--- config.mk ---
export PLATFORM = sky130hd
export DESIGN_NAME = sync_message_framer_top
export DESIGN_NICKNAME = d
export VERILOG_FILES = /design/src/hw/rtl/smf_pkg.sv /design/src/hw/rtl/smf_core.sv /design/src/hw/rtl/smf_outq.sv /design/src/hw/rtl/sync_message_framer_top.sv
export SDC_FILE = /design/constraint.sdc
export NUM_CORES = 1
export LEC_CHECK = 0
export ABC_CLOCK_PERIOD_IN_PS = 4600
export BUFFER_PORTS_ARGS = -buffer_cell sky130_fd_sc_hd__buf_4
export CORE_MARGIN = 2
export CORE_UTILIZATION = 25
export CTS_CLUSTER_DIAMETER = 30
export DETAILED_ROUTE_END_ITERATION = 10
export GPL_TIMING_DRIVEN = 0
export PLACE_DENSITY = 0.45
export SKIP_CTS_REPAIR_TIMING = 1
export SKIP_LAST_GASP = 1
export SLEW_MARGIN = 20
export SYNTH_ARGS = -nofsm -noshare
export SYNTH_HDL_FRONTEND = slang
export SYNTH_SLANG_ARGS = --single-unit
--- constraint.sdc ---
create_clock -name clk_i -period 4.6 [get_ports clk_i]
set_input_delay 0.69 -clock clk_i [delete_from_list [all_inputs] [get_ports clk_i]]
set_output_delay 0.69 -clock clk_i [all_outputs]
set_load 0.02 [all_outputs]
--- src/hw/rtl/smf_pkg.sv ---
package smf_pkg;

  // commands carried with each input item
  typedef enum logic [1:0] {
    CmdRxByte   = 2'd0,
    CmdTxHeader = 2'd1,
    CmdTxChar   = 2'd2,
    CmdTxEnd    = 2'd3
  } cmd_e;

  // kinds of result item
  typedef enum logic [1:0] {
    KindRxChar = 2'd0,
    KindRxEnd  = 2'd1,
    KindTxByte = 2'd2
  } kind_e;

  // one result item
  typedef struct packed {
    kind_e      kind;
    logic [7:0] data;
    logic       status;
    logic       last;
  } res_t;

  // results produced by one input item, at most two
  typedef struct packed {
    logic [1:0] num;
    res_t       res0;
    res_t       res1;
  } res_pair_t;

  localparam int unsigned RxLimitW   = 12;
  localparam int unsigned RxCntW     = 13;
  localparam logic [RxCntW-1:0] RxCntMax = '1;
  localparam logic [RxLimitW-1:0] RxLimitReset = 12'd256;

  localparam logic [6:0] SyncChar = 7'h10;
  localparam logic [6:0] NlChar   = 7'h0a;
  localparam logic [6:0] NulChar  = 7'h00;

endpackage

--- src/hw/rtl/smf_core.sv ---
module smf_core import smf_pkg::*; #(
  parameter int unsigned MsgMax  = 256,
  parameter int unsigned TxCntW  = 9
) (
  input  logic                clk_i,
  input  logic                rst_ni,
  input  logic                cfg_we_i,
  input  logic [RxLimitW-1:0] cfg_data_i,
  input  logic                accept_i,
  input  logic [1:0]          cmd_i,
  input  logic [7:0]          data_i,
  output res_pair_t           res_o
);

  logic [RxLimitW-1:0] limit_q;
  logic                in_msg_q, in_msg_d;
  logic [RxCntW-1:0]   rx_cnt_q, rx_cnt_d, rx_inc;
  logic                seen_end_q, seen_end_d;
  logic [6:0]          end_char_q, end_char_d;
  logic [TxCntW-1:0]   tx_cnt_q, tx_cnt_d;
  logic                tx_stop_q, tx_stop_d;
  logic [6:0]          c;
  cmd_e                cmd;

  // receive limit register
  always_ff @(posedge clk_i or negedge rst_ni) begin
    if (!rst_ni) begin
      limit_q <= RxLimitReset;
    end else if (cfg_we_i) begin
      limit_q <= cfg_data_i;
    end
  end

  assign c      = data_i[6:0];
  assign cmd    = cmd_e'(cmd_i);
  assign rx_inc = (rx_cnt_q != RxCntMax) ? rx_cnt_q + RxCntW'(1) : rx_cnt_q;

  // next state and results for one item
  always_comb begin
    in_msg_d   = in_msg_q;
    rx_cnt_d   = rx_cnt_q;
    seen_end_d = seen_end_q;
    end_char_d = end_char_q;
    tx_cnt_d   = tx_cnt_q;
    tx_stop_d  = tx_stop_q;
    res_o.num  = 2'd0;
    res_o.res0 = '{kind: KindTxByte, data: 8'h00, status: 1'b0, last: 1'b1};
    res_o.res1 = '{kind: KindTxByte, data: 8'h00, status: 1'b0, last: 1'b1};
    unique case (cmd)
      CmdRxByte: begin
        if (c == SyncChar) begin
          in_msg_d = 1'b1;
        end else if (in_msg_q) begin
          if (c == NlChar || c == NulChar) begin
            if (!seen_end_q) begin
              seen_end_d = 1'b1;
              end_char_d = c;
            end
            in_msg_d   = 1'b0;
            rx_cnt_d   = '0;
            res_o.num  = 2'd1;
            res_o.res0 = '{kind: KindRxEnd, data: 8'h00,
                           status: (rx_cnt_q > {1'b0, limit_q}),
                           last: 1'b1};
          end else begin
            rx_cnt_d = rx_inc;
            if (rx_inc <= {1'b0, limit_q}) begin
              res_o.num  = 2'd1;
              res_o.res0 = '{kind: KindRxChar, data: {1'b0, c}, status: 1'b0,
                             last: 1'b1};
            end
          end
        end
      end
      CmdTxHeader: begin
        tx_cnt_d   = '0;
        tx_stop_d  = 1'b0;
        res_o.num  = 2'd2;
        res_o.res0 = '{kind: KindTxByte, data: {1'b0, SyncChar}, status: 1'b0,
                       last: 1'b0};
        res_o.res1 = '{kind: KindTxByte, data: data_i, status: 1'b0, last: 1'b1};
      end
      CmdTxChar: begin
        if (!tx_stop_q) begin
          if (data_i == 8'h00) begin
            tx_stop_d = 1'b1;
          end else if (tx_cnt_q < TxCntW'(MsgMax)) begin
            tx_cnt_d   = tx_cnt_q + TxCntW'(1);
            res_o.num  = 2'd1;
            res_o.res0 = '{kind: KindTxByte, data: data_i, status: 1'b0,
                           last: 1'b1};
          end
        end
      end
      CmdTxEnd: begin
        tx_cnt_d  = '0;
        tx_stop_d = 1'b0;
        if (seen_end_q) begin
          res_o.num  = 2'd1;
          res_o.res0 = '{kind: KindTxByte, data: {1'b0, end_char_q}, status: 1'b0,
                         last: 1'b1};
        end else begin
          res_o.num  = 2'd2;
          res_o.res0 = '{kind: KindTxByte, data: {1'b0, NulChar}, status: 1'b0,
                         last: 1'b0};
          res_o.res1 = '{kind: KindTxByte, data: {1'b0, NlChar}, status: 1'b0,
                         last: 1'b1};
        end
      end
      default: begin
      end
    endcase
  end

  // shared framing state
  always_ff @(posedge clk_i or negedge rst_ni) begin
    if (!rst_ni) begin
      in_msg_q   <= 1'b0;
      rx_cnt_q   <= '0;
      seen_end_q <= 1'b0;
      end_char_q <= '0;
      tx_cnt_q   <= '0;
      tx_stop_q  <= 1'b0;
    end else if (accept_i) begin
      in_msg_q   <= in_msg_d;
      rx_cnt_q   <= rx_cnt_d;
      seen_end_q <= seen_end_d;
      end_char_q <= end_char_d;
      tx_cnt_q   <= tx_cnt_d;
      tx_stop_q  <= tx_stop_d;
    end
  end

endmodule

--- src/hw/rtl/smf_outq.sv ---
module smf_outq import smf_pkg::*; (
  input  logic      clk_i,
  input  logic      rst_ni,
  input  logic      push_i,
  input  res_pair_t pair_i,
  output logic      full_o,
  output logic      valid_o,
  input  logic      stall_i,
  output res_t      res_o
);

  localparam int unsigned Depth = 4;
  localparam int unsigned PtrW  = $clog2(Depth);

  res_t              mem_q [Depth];
  logic [PtrW-1:0]   wr_ptr_q, wr_ptr_d, wr_ptr1;
  logic [PtrW-1:0]   rd_ptr_q, rd_ptr_d;
  logic [PtrW:0]     cnt_q, cnt_d;
  logic [1:0]        n_push;
  logic              pop;

  assign n_push  = push_i ? pair_i.num : 2'd0;
  assign valid_o = (cnt_q != '0);
  assign pop     = valid_o && !stall_i;
  assign res_o   = mem_q[rd_ptr_q];
  // room for two results must remain before an item is taken
  assign full_o  = (cnt_q > (PtrW + 1)'(Depth - 2));
  assign wr_ptr1 = wr_ptr_q + PtrW'(1);

  // pointer and fill count update
  always_comb begin
    wr_ptr_d = wr_ptr_q + PtrW'(n_push);
    rd_ptr_d = pop ? rd_ptr_q + PtrW'(1) : rd_ptr_q;
    cnt_d    = cnt_q + (PtrW + 1)'(n_push) - (PtrW + 1)'(pop);
  end

  always_ff @(posedge clk_i or negedge rst_ni) begin
    if (!rst_ni) begin
      wr_ptr_q <= '0;
      rd_ptr_q <= '0;
      cnt_q    <= '0;
    end else begin
      wr_ptr_q <= wr_ptr_d;
      rd_ptr_q <= rd_ptr_d;
      cnt_q    <= cnt_d;
    end
  end

  // result storage
  always_ff @(posedge clk_i) begin
    if (n_push != 2'd0) begin
      mem_q[wr_ptr_q] <= pair_i.res0;
    end
    if (n_push == 2'd2) begin
      mem_q[wr_ptr1] <= pair_i.res1;
    end
  end

endmodule

--- src/hw/rtl/sync_message_framer_top.sv ---
// channel  | handshake               | payload
// input    | in_valid_i / in_stall_o | cmd_i, data_i
// output   | out_valid_o / out_stall_i | kind_o, byte_out_o, status_o, last_o
// config   | cfg_we_i                | cfg_data_i (rx_limit)
//
// when an item is taken, framing state updates at the accepting edge
// and its zero, one or two results enter a four-entry output queue
// the queue delivers one result per cycle while out_stall_i is low, so items with
// two results fill it faster than it drains; single-result items flow one per cycle
// in_stall_o is high while the queue holds more than two results
// reset clears all framing state, empties the queue and sets rx_limit to 256
module sync_message_framer_top import smf_pkg::*; #(
  parameter int unsigned MSG_MAX = 256
) (
  input  logic        clk_i,
  input  logic        rst_ni,
  input  logic        cfg_we_i,
  input  logic [11:0] cfg_data_i,
  input  logic        in_valid_i,
  output logic        in_stall_o,
  input  logic [1:0]  cmd_i,
  input  logic [7:0]  data_i,
  output logic        out_valid_o,
  input  logic        out_stall_i,
  output logic [1:0]  kind_o,
  output logic [7:0]  byte_out_o,
  output logic        status_o,
  output logic        last_o
);

  localparam int unsigned TxCntW = $clog2(MSG_MAX + 1);

  logic      accept;
  res_pair_t pair;
  res_t      res;

  assign accept = in_valid_i && !in_stall_o;

  // framing logic
  smf_core #(
    .MsgMax (MSG_MAX),
    .TxCntW (TxCntW)
  ) u_core (
    .clk_i      (clk_i),
    .rst_ni     (rst_ni),
    .cfg_we_i   (cfg_we_i),
    .cfg_data_i (cfg_data_i),
    .accept_i   (accept),
    .cmd_i      (cmd_i),
    .data_i     (data_i),
    .res_o      (pair)
  );

  // result queue
  smf_outq u_outq (
    .clk_i   (clk_i),
    .rst_ni  (rst_ni),
    .push_i  (accept),
    .pair_i  (pair),
    .full_o  (in_stall_o),
    .valid_o (out_valid_o),
    .stall_i (out_stall_i),
    .res_o   (res)
  );

  assign kind_o     = res.kind;
  assign byte_out_o = res.data;
  assign status_o   = res.status;
  assign last_o     = res.last;

endmodule

# Yosys cells after proc, flatten, opt, wreduce, memory -nomap -nowiden
# Memories as Yosys holds them, arrays and structs flattened.
# Index checks and enable logic that the tools add are counted.
dict set report word_totals {
  register_bits 51
  latchBits 0
  ram_bits 48
  rom_bits 0
  out_inout_bits 14
  word_cells 80
  mem_count 1
}
dict set report op_classes {
  add_sub_neg 7
  n_mul 0
  n_div 0
  magnitude_cmp 4
  eq_ne 10
  shift 0
  mux 28
  n_bitwise 2
  n_reduce_logical 18
}
# memory words word_bits rd rd_clocked_by_memory_dff write_ports line
set memory_table {}
lappend memory_table {u_outq.mem_q 4 12 1 0 2 smf_outq.sv:15} ;# res_t mem_q [Depth];
# cell count
set op_table {}
lappend op_table {{14-bit 2-to-1 mux} 6}
lappend op_table {{14-bit case mux with 4 select lines} 1}
lappend op_table {{13-bit 2-to-1 mux} 4}
lappend op_table {{9-bit 2-to-1 mux} 3}
lappend op_table {{12-bit case mux with 2 select lines} 1}
lappend op_table {{9-bit case mux with 2 select lines} 1}
lappend op_table {{13-bit by 1-bit adder with 13-bit output (second input constant)} 1}
lappend op_table {{13-bit by 12-bit greater-than comparator with 1-bit output} 1}
lappend op_table {{13-bit by 12-bit less-or-equal comparator with 1-bit output} 1}
lappend op_table {{13-bit != test (second input constant)} 1}
lappend op_table {{5-bit AND reduction} 2}
lappend op_table {{9-bit by 1-bit adder with 9-bit output (second input constant)} 1}
lappend op_table {{9-bit < comparator (second input constant)} 1}
lappend op_table {{1-bit 2-to-1 mux} 9}
lappend op_table {{8-bit zero test} 1}
lappend op_table {{7-bit by 4-bit == test with 1-bit output (second input constant)} 1}
lappend op_table {{7-bit by 5-bit == test with 1-bit output (second input constant)} 1}
lappend op_table {{7-bit zero test} 1}
lappend op_table {{2-bit == test (second input constant)} 3}
lappend op_table {{6-bit 2-to-1 mux} 1}
lappend op_table {{6-bit AND reduction} 1}
lappend op_table {{2-bit by 1-bit adder with 2-bit output (second input constant)} 2}
lappend op_table {{2-bit != test (second input constant)} 2}
lappend op_table {{2-bit AND reduction} 2}
lappend op_table {{17 further kinds} 21}

# Logic depth before layout (Yosys ltp)
# Gate-level depths: netlist of run 1.
dict set report depth {
  ltp_word 12
  ltp_mapped 21
}

# Cells and area by module
# A second synthesis of run 1 with hierarchy kept.
dict set report unflattened {
  cells_unflattened 521
  area_unflattened_um2 5924.4
}
# mod n_inst cells_per_inst area_per_inst_um2
set by_module_without_submodules {}
lappend by_module_without_submodules {smf_core 1 356 3101.7}
lappend by_module_without_submodules {smf_outq 1 164 2808.9}
lappend by_module_without_submodules {sync_message_framer_top 1 1 13.8}

# Least setup slack after synthesis of run 1
# OpenSTA, ideal clock, no wires.
dict set report synth_timing {
  path_kind {reg-to-reg}
  startpoint {reg u_core.rx_cnt_q[1]}
  endpoint {reg u_outq.cnt_q[2]}
  t_arrival_ns 4.098
  slack_ns 0.380
  path_stages_with_launch 21
  path_buffers 1
  path_cell_list {dfrtp_1 > ha_1 > nand2_1 > or4_1 > clkbuf_1 > and4_1 > and3_1 > xor2_1 > ha_1 > a21o_1 > a21oi_1 > nor3b_1 > a211oi_2 > nor2_1 > o21ai_0 > nor2_1 > ha_1 > inv_1 > fa_1 > xor2_1 > xnor2_1}
}
dict set report synth_between {
  elab_chain_len 11
  word_cells_on_any_way 12
}
# element line
set synth_lines {}
lappend synth_lines {{from (decl)} smf_core.sv:17} ;# logic [RxCntW-1:0] rx_cnt_q, rx_cnt_d, rx_inc;
lappend synth_lines {{from (signal assigned)} smf_core.sv:126} ;# rx_cnt_q <= rx_cnt_d;
lappend synth_lines {{13-bit by 1-bit adder with 13-bit output / 13-bit != test (equally long branches)} smf_core.sv:36} ;# assign rx_inc = (rx_cnt_q != RxCntMax) ? rx_cnt_q + RxCntW'(1) : rx_cnt_q;
lappend synth_lines {{13-bit 2-to-1 mux (*)} smf_core.sv:36}
lappend synth_lines {{13-bit by 12-bit less-or-equal comparator with 1-bit output (*)} smf_core.sv:67} ;# if (rx_inc <= {1'b0, limit_q}) begin
lappend synth_lines {{13-bit 2-to-1 mux (*)} smf_core.sv:67}
lappend synth_lines {{14-bit 2-to-1 mux (*)} smf_core.sv:54} ;# if (c == NlChar || c == NulChar) begin
lappend synth_lines {{14-bit 2-to-1 mux (*)} smf_core.sv:53} ;# end else if (in_msg_q) begin
lappend synth_lines {{14-bit 2-to-1 mux (*)} smf_core.sv:51} ;# if (c == SyncChar) begin
lappend synth_lines {{14-bit case mux with 4 select lines (*)} smf_core.sv:49} ;# unique case (cmd)
lappend synth_lines {{2-bit 2-to-1 mux (*)} smf_outq.sv:22} ;# assign n_push = push_i ? pair_i.num : 2'd0;
lappend synth_lines {{3-bit by 2-bit adder with 3-bit output (*)} smf_outq.sv:34} ;# cnt_d = cnt_q + (PtrW + 1)'(n_push) - (PtrW + 1)'(pop);
lappend synth_lines {{3-bit by 1-bit subtractor with 3-bit output (*)} smf_outq.sv:34}
lappend synth_lines {{net u_outq.cnt_d[2]} smf_outq.sv:18} ;# logic [PtrW:0] cnt_q, cnt_d;
lappend synth_lines {{to (signal assigned)} smf_outq.sv:45} ;# cnt_q <= cnt_d;
lappend synth_lines {{to (decl)} smf_outq.sv:18}
# The timed path passes the listed nets; every way through them passes the cells marked *.
# A chain may end at the register's enable or synchronous reset.

==> run summary, run 1 <==
The run finished with clean final reports. The most frequently used flop master after synthesis is dfrtp_1. The sequential power share came out at 0.409.

The overall routing resource usage is 0.132. The total power consumption of the routed design is 2.75 mW. After the first detailed-routing iteration, the DRC count stood at 287. The fraction of layout cells with a size suffix above 1 is 0.201. In the synthesized netlist, the cells that appear most often are 57 x nand2_1, 50 x dfrtp_1, 37 x nor2_1, 32 x edfxtp_1, 32 x o21ai_0. The worst-margin pin slew came out at 1.02 ns. The part of the power in the clock network is 0.272. At the later pin of the worst-skew pair, clock insertion delay measures 0.35 ns. The tightest min-delay check is of the input pin to async pin type. The count of filler cells inserted in the layout came out at 2189.

The worst vdd rail ir drop came out at 0.217 mV. Clock tree synthesis found a total of 99 sinks. The global placer's final weighted congestion is 0.795. The number of warnings printed during yosys synthesis came out at 0. The design internal power is 1.82 mW. The number of hold violations in the final report was 0. The final max-slew violation count is 0. In this run the worst path has a maximum fanout of 10. The final layout net count is 635. The clock-pin slew on the worst setup and hold paths is 0.07 ns. The pin count of the biggest net entering global routing came out at 52. In this run, synthesis produced a sequential element count of 99.

Input and output buffers added on the ports amount to 38. The worst setup path is of the flop to flop kind. Sorting the synthesized cells by area gives the leading types as dfrtp_1 23%, edfxtp_1 18%, ha_1 6.9%.

The total wirelength of the detailed-routed design is 14200 um. The number of top-level pins came out at 41. The compound-gate portion of the synthesized area is 0.138. The maximum buffer depth of the clock tree is 2. The repair_antennas step left the layout with diodes totalling 0. The area added between synthesis and finish is 19.3%. The placement row count came out at 53. The post-synthesis share of cell area spent on xor and xnor gates came out at 0.0387.

The final count of negative-setup-slack endpoints came out at 0. In this run the power density over the cells is 424 mW/mm^2. The post-synthesis adder-cell area fraction came out at 0.0728. The largest individual stage delay along the critical path comes from the cell or4_4. Using the TritonRoute via totals, the vias-per-cell ratio works out to 4.86. By area, the combinational part of the netlist is dominated by simple AND/OR/NAND/NOR gates. The data arrival time of the critical path is 4.42 ns. The net switching power came out at 0.927 mW. The most repeated cell in the gate-level netlist after synthesis is nand2_1. For the final database, setup skew stands at 0.00912 ns. After detailed routing, the number of remaining DRC violations is 0. The worst pin sits at a relative slew slack of 0.312.

Setup repair after global routing left no endpoint under its margin. The signal on the critical path passes through nand4_1, or4_4, and4_2, and3_1, xor2_2, ha_1, a21o_1, a21oi_2, nor3b_4, a211oi_2, o21ai_4, nand4b_2, buf_2, nand2_2. The chip height is 151 um. The launching instance or port of the critical path is u_core.rx_cnt_q[5]. The top cell type's share of synthesized area came out at 0.230. The total routed wire length on the met1 layer came out at 6370 um. On the worst path, the slowest cell contributes a delay of 0.62 ns. The required time at the worst-slack endpoint came out at 4.63 ns.

The register area share after synthesis came out at 0.471. In this run, placement finished with an instance count of 834. For this run, the detailed router's first-pass iteration total came to 4. The clock period minus worst slack came out at 4.38 ns. After detailed routing, the met2 layer carries 6940 um of wire.

The mux cell area share after synthesis is 0.0859. The via count of the first global-routing pass is 4238. The net count of the mapped netlist is 579. The final worst-path cycle share is 0.953. The cell taking the most area after synthesis is dfrtp_1.

Of the total synthesized cell area, the portion taken by AND, OR, NAND and NOR gates is 0.158. The number of levels in the clock H-tree is 3. For this run, the number of standard cells in the final layout without fillers is 857. The maximum achievable frequency came out at 228 MHz. Dividing the synthesized area by the synthesized cell count gives 10.4 sq um. STA classifies the critical path startpoint as a flop. The average detailed-routed wire length per instance is 16.5 um. Of all flip-flops after synthesis, the portion carrying an async set or reset was 0.515.

The initial antenna violation count is 0. The number of flops mapped to enable cells by yosys is 32. The reported max-cap violation count came out at 0. After layout, the worst setup slack is 0.216 ns. The sort of element at the end of the critical path is a flop.

The combinational share of power is 0.318. The detailed placement HPWL came out at 10500 um. The number of instances in the synthesized netlist is 521.

The leakage dissipation came out at 2.72 nW. The post-placement setup slack came out at -0.546 ns. Summed over all nets, wire length on met3 after detailed routing comes to 726 um. The wire length of the first global-routing pass is 23000 um.

The die footprint is 0.0229 sq mm. The worst register-to-register path begins at u_core.rx_cnt_q[5]. Measured along the x axis, the die boundary spans 151 um. TritonCTS built the clock tree. The cell area after synthesis is 0.00543 sq mm. The vias after detailed routing is 4169. The number of buffers created by CTS is 9. The remaining number of nets flagged by the antenna check after routing came out at 0. The number of different library cells in the post-synthesis netlist is 58.

In this run the top signal layer used is met4. For this configuration, the core starts out at a cell density of 0.257. Of the total power, the share spent switching nets is 0.337. The region available for standard cell placement spans 0.0212 sq mm. In this run the clock root is driven by a clkbuf_16.

The sum of overflow across all layers after global routing is 0.
[kinds of logic after synthesis]
| family | count (synthesis) |
|---|---|
| flops | 99 |
| xor+xnor | 24 |
| simple gates | 169 |
| mux | 31 |
| buf+inv | 51 |
| compound gates | 116 |
| fa+ha+maj | 31 |
[routing by layer]
layer,track usage,up-vias
met5,0,-
met4,0.0336,0
met3,0.0377,8
met2,0.218,70
met1,0.168,2063
li1,-,2028
[path summary, 6_finish.rpt]
kind	end	slack, ns	cells past startpoint
setup / recovery	u_outq.mem_q[1][5]	0.22	14
min in group clk_i	u_outq.mem_q[0][10]	0.46	2
max in group asynchronous	u_core.rx_cnt_q[10]	3.73	1
hold / removal	u_core.limit_q[2]	0.37	1
hold reg to reg	u_outq.mem_q[0][10]	0.46	2
setup reg to reg	u_outq.mem_q[1][5]	0.22	14
[registers in the layout, summed over array words and instances (netlist names), 2 cells and up]
| name | count |
|---|---|
| u_outq.wr_ptr_q | 2 |
| u_outq.mem_q | 48 |
| u_core.rx_cnt_q | 13 |
| u_outq.rd_ptr_q | 2 |
| u_core.end_char_q | 7 |
| u_core.limit_q | 12 |
| u_outq.cnt_q | 3 |
| u_core.tx_cnt_q | 9 |
[area by class of cell]
type | count | area [sq um] | share of cell area
clock inverters | 6 | 56.3 | 0.00869
plain buffers | 22 | 88.8 | 0.0137
repair buffers | 47 | 353 | 0.0544
flip-flops and latches | 99 | 2570 | 0.397
multi-input cells | 371 | 2730 | 0.421
clock buffers | 10 | 239 | 0.0369
well taps | 275 | 344 | 0.0531
inverters | 27 | 101 | 0.0156
[power groups by stage]
stage	logic [mW]	registers (mW)	clock network, mW
global placement	0.868	1.14	0
CTS	0.892	1.13	0.776
floorplan	0.605	1.12	0
global route	0.981	1.14	0.808
detailed placement	0.892	1.14	0
finish	0.875	1.13	0.749
[worst max-delay path, delay by kind of cell (launching register included)]
kind / cells / cell delay (ns)
simple gates: 7 / 2.12
buf+inv: 1 / 0.29
compound gates: 4 / 0.76
xor+xnor: 1 / 0.17
fa+ha+maj: 1 / 0.30
flops: 1 / 0.42
[per-stage QoR]
step	util	TNS, ns	hold WS, ns	area (sq um)
global placement	0.287	-19.45	0.446	6060
finish	0.306	0	0.375	6480
detailed placement	0.287	-17.28	0.452	6060
CTS	0.301	-19.80	0.402	6360
floorplan	-	0	0.394	5430
global route	0.306	0	0.429	6480
[cells in the final DEF (no fill, tap or decap), types with 11 or more instances in the layout]
master    Yosys  routed
o22ai_1      30      30
clkbuf_1     17      15
nor2b_1      11      11
mux2i_1      14      14
ha_1         30      29
buf_4         1      48
xnor2_1      11      11
mux4_2       12      12
nand2_1      57      54
nor2_1       37      35
inv_1        27      27
xor2_1       13      12
nand3_1      14      14
dfxtp_1      16      16
a21oi_1      15      14
o21ai_0      32      31
edfxtp_1     32      32
dfrtp_1      50      41
No activity file was read; power rests on OpenSTA's default activity.
==> run 2, diff against run 1 <==
ABC_CLOCK_PERIOD_IN_PS = 3700   (was 4600)
PLACE_DENSITY = 0.46   (was 0.45)
clock period = 3.7 ns   (was 4.6 ns; I/O delays follow)
==> run summary, run 2 (synthesized netlist as in run 1, its figures left out) <==
The most common cell after layout, fill and taps aside is buf_4 (was nand2_1). The final worst-path cycle share is 1.12 (was 0.953). The highest fanout seen on the critical path came out at 6 (was 10). The number of flip-flops under the largest register name came out at 48 (unchanged).

The die footprint was 0.0229 sq mm (unchanged). The number of DRC violations after detailed routing is 0 (unchanged). The finished layout cell area is 0.00696 sq mm (was 0.00648 sq mm). The setup slack of the most critical reg-to-reg path came out at -0.45 ns (was 0.22 ns). The startpoint-to-endpoint class of the critical path is flop to flop (unchanged). The worst hold slack came out at 0.243 ns (was 0.375 ns). The depth of the worst register-to-register path came out at 19 (was 14). The final count of negative-setup-slack endpoints was 75 (was 0).

The CTS tree is done (unchanged). The clock sink count is 99 (unchanged). The overall routing resource usage is 0.130 (was 0.132).

The final max-slew violation count came to 0 (unchanged). The start of the worst register-to-register path is u_core.rx_cnt_q[3] (was u_core.rx_cnt_q[5]). The wire length of the first global-routing pass is 22900 um (was 23000 um). The global placer's final weighted congestion came out at 0.839 (was 0.795). The detailed placement HPWL came out at 10300 um (was 10500 um). The number of levels in the clock H-tree came to 3 (unchanged). The number of buffers created by CTS came out at 9 (unchanged). The clock insertion delay at the later pin of the skew report was 0.36 ns (was 0.35 ns).

The maximum buffer depth of the clock tree is 2 (unchanged). The power density of the placed cells is 504 mW/mm^2 (was 424 mW/mm^2). The DRC violation total after the first TritonRoute iteration is 227 (was 287). The via count of the first global-routing pass is 4302 (was 4238). The number of hold violations in the final report came out at 0 (unchanged). The average detailed-routed wire length per instance is 16.5 um (about the same). The chip height came out at 151 um (unchanged). The reported max-cap violation count is 0 (unchanged). The sort of element at the end of the critical path is a flop (unchanged).

The post-placement setup slack was -0.923 ns (was -0.546 ns). The worst vdd rail ir drop is 0.227 mV (was 0.217 mV). Most frequent cells in the layout: 64 x buf_4, 52 x nand2_1, 41 x dfrtp_1 (was 54 x nand2_1, 48 x buf_4, 41 x dfrtp_1).

The total cell area at the placement stage came out at 0.00612 sq mm (was 0.00606 sq mm). The die outline width is 151 um (unchanged). The data arrival time of the critical path is 4.39 ns (was 4.42 ns).

The count of buffers inserted at the top-level ports was 38 (unchanged). The fraction of layout cells with a size suffix above 1 came out at 0.281 (was 0.201). The placement row count is 53 (unchanged). The reg-to-reg critical path endpoint is u_outq.cnt_q[2] (was u_outq.mem_q[1][5]). The via density per instance came out at 4.91 (was 4.86). The utilization after layout came out at 0.329 (was 0.306). The clock root buffer is clkbuf_16 (unchanged). The initial antenna violation count is 0 (unchanged). The final reports fail on negative setup slack. The starting density of the core is 0.257 (unchanged). The sum of overflow across all layers after global routing came out at 0 (unchanged). The count of filler cells inserted in the layout came out at 2158 (was 2189). The final layout net count came out at 661 (was 635). The area added between synthesis and finish came out at 28.2% (was 19.3%). The final antenna diode count came out at 0 (unchanged).

The worst-margin pin slew is 0.926 ns (was 1.02 ns). The worst clock skew on the final layout is 0.0108 ns (was 0.00912 ns). The total wirelength of the detailed-routed design came out at 14500 um (was 14200 um). The normalized max-slew margin is 0.376 (was 0.312). The number of top-level pins came out at 41 (unchanged). The kind of start point of the critical path is a flop (unchanged). The detailed-routing iteration count for the pre-antenna-repair pass is 5 (was 4). The leakage dissipation is 2.87 nW (was 2.72 nW). Largest regs: u_outq.mem_q: 48 flops, u_core.rx_cnt_q: 13 flops, u_core.limit_q: 12 flops (unchanged).

The remaining number of nets flagged by the antenna check after routing came out at 0 (unchanged). The clock-pin slew on the worst setup and hold paths is 0.07 ns (about the same). RSZ-0062 raised after global routing: yes (was no).

The register ranked first by flip-flop count is u_outq.mem_q (unchanged). The pin count of the biggest net entering global routing was 52 (unchanged). The required time at the worst-slack endpoint came to 3.95 ns (was 4.63 ns). Result of the run: complete, but fails checks (was complete, no violations). The clock period minus worst slack came out at 4.15 ns (was 4.38 ns). The worst min-delay path category is input pin to async pin (unchanged).

The vias after detailed routing came to 4333 (was 4169). The post-layout worst setup margin is -0.446 ns (was 0.216 ns). The maximum achievable frequency came out at 241 MHz (was 228 MHz). The placeable core region came to 0.0212 sq mm (unchanged).
==> run 2: changes by cell type in the layout (fill, tap and decap cells not counted), sizes merged <==
| cell | change |
|---|---|
| clkinv | -1 |
| buf | +25 |
| inv | -1 |
| clkinvlp | +3 |
==> run 2: area by class of cell <==
class	count	area (sq um)	share of cell area
Buffer	22	114	0.0163
Inverter	27	105	0.0151
Sequential cell	99	2570	0.369
Timing Repair Buffer	73	599	0.0861
Multi-Input combinational cell	371	2950	0.423
Tap cell	275	344	0.0494
Clock inverter	7	60.1	0.00862
Clock buffer	9	225	0.0323
==> run 2: through the flow <==
step	TNS [ns]	instances	total power, mW
floorplan	-1.11	521	2.15
global placement	-48.76	834	2.51
global route	-34.06	883	3.73
finish	-19.91	883	3.51
detailed placement	-48.51	834	2.53
CTS	-52.10	850	3.46
==> run 2: worst max-delay path, cell delays in order, from the launching register on <==
cell      delay, ns
dfrtp_2        0.41
nand4_1        0.18
or4_4          0.61
nand4_1        0.24
nor2_4         0.09
and3_4         0.19
xor2_1         0.14
ha_1           0.29
nand3_2        0.11
nor4_2         0.28
a21o_1         0.22
a211oi_4       0.08
nor2_2         0.14
o21ai_2        0.08
nor2_2         0.14
ha_2           0.18
inv_1          0.04
fa_2           0.35
xor2_2         0.16
xnor2_1        0.12
==> run 2: metal layers <==
layer	vias to the layer above	GRT usage	routed length, um
met5	-	0	0
met4	0	0.0336	226
met3	16	0.0262	739
met2	117	0.218	7110
met1	2134	0.172	6470
li1	2066	-	-
==> run 2: worst max path at each step <==
stage | from | end | slack [ns] | cells past startpoint
after floorplan | u_core.rx_cnt_q[3] | u_outq.cnt_q[2] | -0.27 | 19
after global placement | u_core.rx_cnt_q[3] | u_outq.cnt_q[2] | -0.90 | 20
after detailed placement | u_core.rx_cnt_q[3] | u_outq.cnt_q[2] | -0.92 | 20
after CTS | u_core.rx_cnt_q[3] | u_outq.cnt_q[2] | -0.98 | 20
after global routing | u_core.rx_cnt_q[3] | u_outq.cnt_q[2] | -0.63 | 19
final | u_core.rx_cnt_q[3] | u_outq.cnt_q[2] | -0.45 | 19
==> run 2: power breakdown <==
part	leakage (nW)	total (mW)	internal [mW]	switching, mW
Combinational	1.69	1.19	0.534	0.656
Clock	0.132	0.921	0.468	0.454
Sequential	1.05	1.40	1.31	0.0914
==> run 3, diff against run 2 <==
PLACE_DENSITY = not set   (was 0.46)
==> run summary, run 3 (synthesized netlist as in run 1, its figures left out) <==
The final count of negative-setup-slack endpoints came to 78 (was 75). The number of cells on the critical path is 20 (was 19). The via density per instance came out at 4.98 (was 4.91). The worst min-delay path category is input pin to async pin (unchanged).

The worst-margin pin slew came out at 0.883 ns (was 0.926 ns). The net switching power came to 1.22 mW (was 1.20 mW). Most frequent cells in the layout: 72 x buf_4, 52 x nand2_1, 41 x dfrtp_1 (was 64 x buf_4, 52 x nand2_1, 41 x dfrtp_1).

Result of the run: complete, but fails checks (unchanged). The number of top-level pins is 41 (unchanged). The part of the power in the clock network is 0.267 (was 0.262).

RSZ-0062 raised after global routing: yes (unchanged). The design internal power came to 2.41 mW (was 2.31 mW). The largest stage delay on the critical path is 0.55 ns (was 0.61 ns).

The final max-slew violation count came out at 0 (unchanged). The clock sink count came out at 99 (unchanged). The worst hold slack is 0.233 ns (was 0.243 ns).

The number of hold violations in the final report came out at 0 (unchanged). Violations in the final reports: negative setup slack (unchanged). The switching part of the total is 0.337 (was 0.342). The fraction of layout cells with a size suffix above 1 is 0.327 (was 0.281). The startpoint-to-endpoint class of the critical path is flop to flop (unchanged).

The number of buffers created by CTS is 9 (unchanged). The CTS tree is done (unchanged). The post-route non-filler standard cell count is 896 (was 883). The worst vdd rail ir drop came out at 0.225 mV (was 0.227 mV). The setup slack of the most critical reg-to-reg path came out at -0.62 ns (was -0.45 ns). The highest fanout seen on the critical path is 6 (unchanged). The sort of element at the end of the critical path was a flop (unchanged). The wire length of the first global-routing pass was 22400 um (was 22900 um). The register ranked first by flip-flop count is u_outq.mem_q (unchanged). The starting density of the core is 0.257 (unchanged). The combinational share of power is 0.347 (was 0.339). The count of buffers inserted at the top-level ports is 38 (unchanged). The average detailed-routed wire length per instance came to 16.5 um (about the same). The final antenna diode count is 0 (unchanged). The detailed-routing iteration count for the pre-antenna-repair pass came out at 5 (unchanged). The overall routing resource usage is 0.128 (was 0.130). The required time at the worst-slack endpoint came out at 3.94 ns (was 3.95 ns). The leakage dissipation is 2.99 nW (was 2.87 nW).

The clock period minus worst slack is 4.32 ns (was 4.15 ns). The power density of the placed cells came out at 498 mW/mm^2 (was 504 mW/mm^2). The kind of start point of the critical path is a flop (unchanged). The number of flip-flops under the largest register name is 48 (unchanged).

The placement row count is 53 (unchanged). The normalized max-slew margin was 0.411 (was 0.376). Largest regs: u_outq.mem_q: 48 flops, u_core.rx_cnt_q: 13 flops, u_core.limit_q: 12 flops (unchanged). The DRC violation total after the first TritonRoute iteration came out at 331 (was 227). The die footprint is 0.0229 sq mm (unchanged). The launching instance or port of the critical path is u_core.rx_cnt_q[6] (was u_core.rx_cnt_q[3]). The detailed placement HPWL is 10000 um (was 10300 um). The number of levels in the clock H-tree is 3 (unchanged). The via count of the first global-routing pass was 4133 (was 4302). The pin count of the biggest net entering global routing is 52 (unchanged). The depth of the worst register-to-register path is 20 (was 19).

Cell breakdown of the critical path: nand4_1, or4_4, buf_8, nand4_1, buf_4, nor2_4, xor2_1, ha_1, nand4_1, nor4_4, a21o_1, a211oi_2, nor2_1, o21ai_2, nor2_2, ha_2, inv_1, fa_2, xor2_2, xnor2_1 (was nand4_1, or4_4, nand4_1, nor2_4, and3_4, xor2_1, ha_1, nand3_2, nor4_2, a21o_1, a211oi_4, nor2_2, o21ai_2, nor2_2, ha_2, inv_1, fa_2, xor2_2, xnor2_1). The placeable core region came to 0.0212 sq mm (unchanged). The kind of cell with the highest combined delay on the critical path is simple AND/OR/NAND/NOR gates (unchanged). The final layout net count came out at 674 (was 661). The post-layout worst setup margin was -0.617 ns (was -0.446 ns). The die outline width is 151 um (unchanged). The most common cell after layout, fill and taps aside is buf_4 (unchanged). The sequential power share is 0.386 (was 0.398).

The global placer's final weighted congestion is 0.836 (was 0.839). The cell type of the slowest stage on the worst timing path is or4_4 (unchanged). The initial antenna violation count was 0 (unchanged).

The data arrival time of the critical path came out at 4.56 ns (was 4.39 ns). Among the stages of the critical path, the cell type that occurs most often is nand4_1. The final worst-path cycle share is 1.17 (was 1.12). The total wirelength of the detailed-routed design is 14800 um (was 14500 um). The number of placed cells counting well taps is 834 (unchanged).

The sum of overflow across all layers after global routing came out at 0 (unchanged). The chip height came out at 151 um (unchanged). The reg-to-reg critical path endpoint is u_outq.cnt_q[2] (unchanged). The worst clock skew on the final layout was 0.00789 ns (was 0.0108 ns).

The count of buffering cells on the critical path with inverters included was 3 (was 1). The post-placement setup slack is -0.957 ns (was -0.923 ns). The reported max-cap violation count came out at 0 (unchanged). The vias after detailed routing is 4466 (was 4333). The number of DRC violations after detailed routing came out at 0 (unchanged). The clock root buffer is clkbuf_16 (unchanged). The start of the worst register-to-register path is u_core.rx_cnt_q[6] (was u_core.rx_cnt_q[3]). The timing endpoint of the critical path is u_outq.cnt_q[2] (unchanged).

The maximum buffer depth of the clock tree is 2 (unchanged). The maximum achievable frequency is 232 MHz (was 241 MHz). The clock insertion delay at the later pin of the skew report was 0.36 ns (about the same). The remaining number of nets flagged by the antenna check after routing is 0 (unchanged). The clock-pin slew on the worst setup and hold paths came out at 0.07 ns (about the same). The area added between synthesis and finish came out at 34.0% (was 28.2%).
## run 3: cell types whose count changed in the layout (fill, tap and decap cells not counted), sizes merged
cell      change
bufinv        +1
clkinv        +3
clkbuf        +1
inv           -1
clkinvlp      -3
buf          +12
## run 3: per-layer routing
metal	vias up	share of wire	global-route usage
met5	-	0	0
met4	0	0.016	0.0336
met3	17	0.073	0.0355
met2	165	0.49	0.209
met1	2190	0.42	0.168
li1	2094	-	-
## run 3: worst register-to-register path: stages (launching register included)
cell,delay [ns]
dfrtp_2,0.40
nand4_1,0.17
or4_4,0.55
buf_8,0.15
nand4_1,0.16
buf_4,0.16
nor2_4,0.05
xor2_1,0.14
ha_1,0.31
nand4_1,0.20
nor4_4,0.32
a21o_1,0.19
a211oi_2,0.09
nor2_1,0.16
o21ai_2,0.09
nor2_2,0.19
ha_2,0.19
inv_1,0.05
fa_2,0.35
xor2_2,0.15
xnor2_1,0.13
## run 3: worst min path at each step
stage | start | to | slack (ns) | cells past startpoint
after global routing | rst_ni | u_core.rx_cnt_q[7] | 0.28 | 1
after CTS | rst_ni | u_core.rx_cnt_q[3] | 0.26 | 1
final | rst_ni | u_core.rx_cnt_q[7] | 0.23 | 1
after floorplan | rst_ni | u_core.end_char_q[0] | 0.26 | 0
after global placement | u_outq.mem_q[1][10] | u_outq.mem_q[1][10] | 0.44 | 2
after detailed placement | u_outq.mem_q[3][10] | u_outq.mem_q[3][10] | 0.45 | 2
## run 3: metrics by stage
step                      area (sq um)  utilization  power (mW)  setup TNS, ns
after floorplan                   5490            -        2.15          -1.11
after global placement            6120        0.289        2.50         -45.32
after detailed placement          6120        0.289        2.52         -47.42
after CTS                         6420        0.304        3.50         -49.92
after global routing              7280        0.344        3.84         -39.26
final                             7280        0.344        3.63         -24.75
## run 3: power groups by stage
stage / Combinational (mW) / Sequential (mW) / Clock (mW)
2_1_floorplan: 0.761 / 1.39 / 0
3_3_place_gp: 1.08 / 1.41 / 0
3_5_place_dp: 1.10 / 1.42 / 0
4_1_cts: 1.11 / 1.40 / 0.992
5_1_grt: 1.38 / 1.42 / 1.04
6_report: 1.26 / 1.40 / 0.968
## run 3: area by class of cell
class / count / area (sq um)
Buffer: 23 / 129
Multi-Input combinational cell: 371 / 3110
Sequential cell: 99 / 2570
Inverter: 27 / 105
Timing Repair Buffer: 85 / 718
Tap cell: 275 / 344
Clock inverter: 7 / 76.3
Fill cell: 2116 / 13900
Clock buffer: 9 / 225
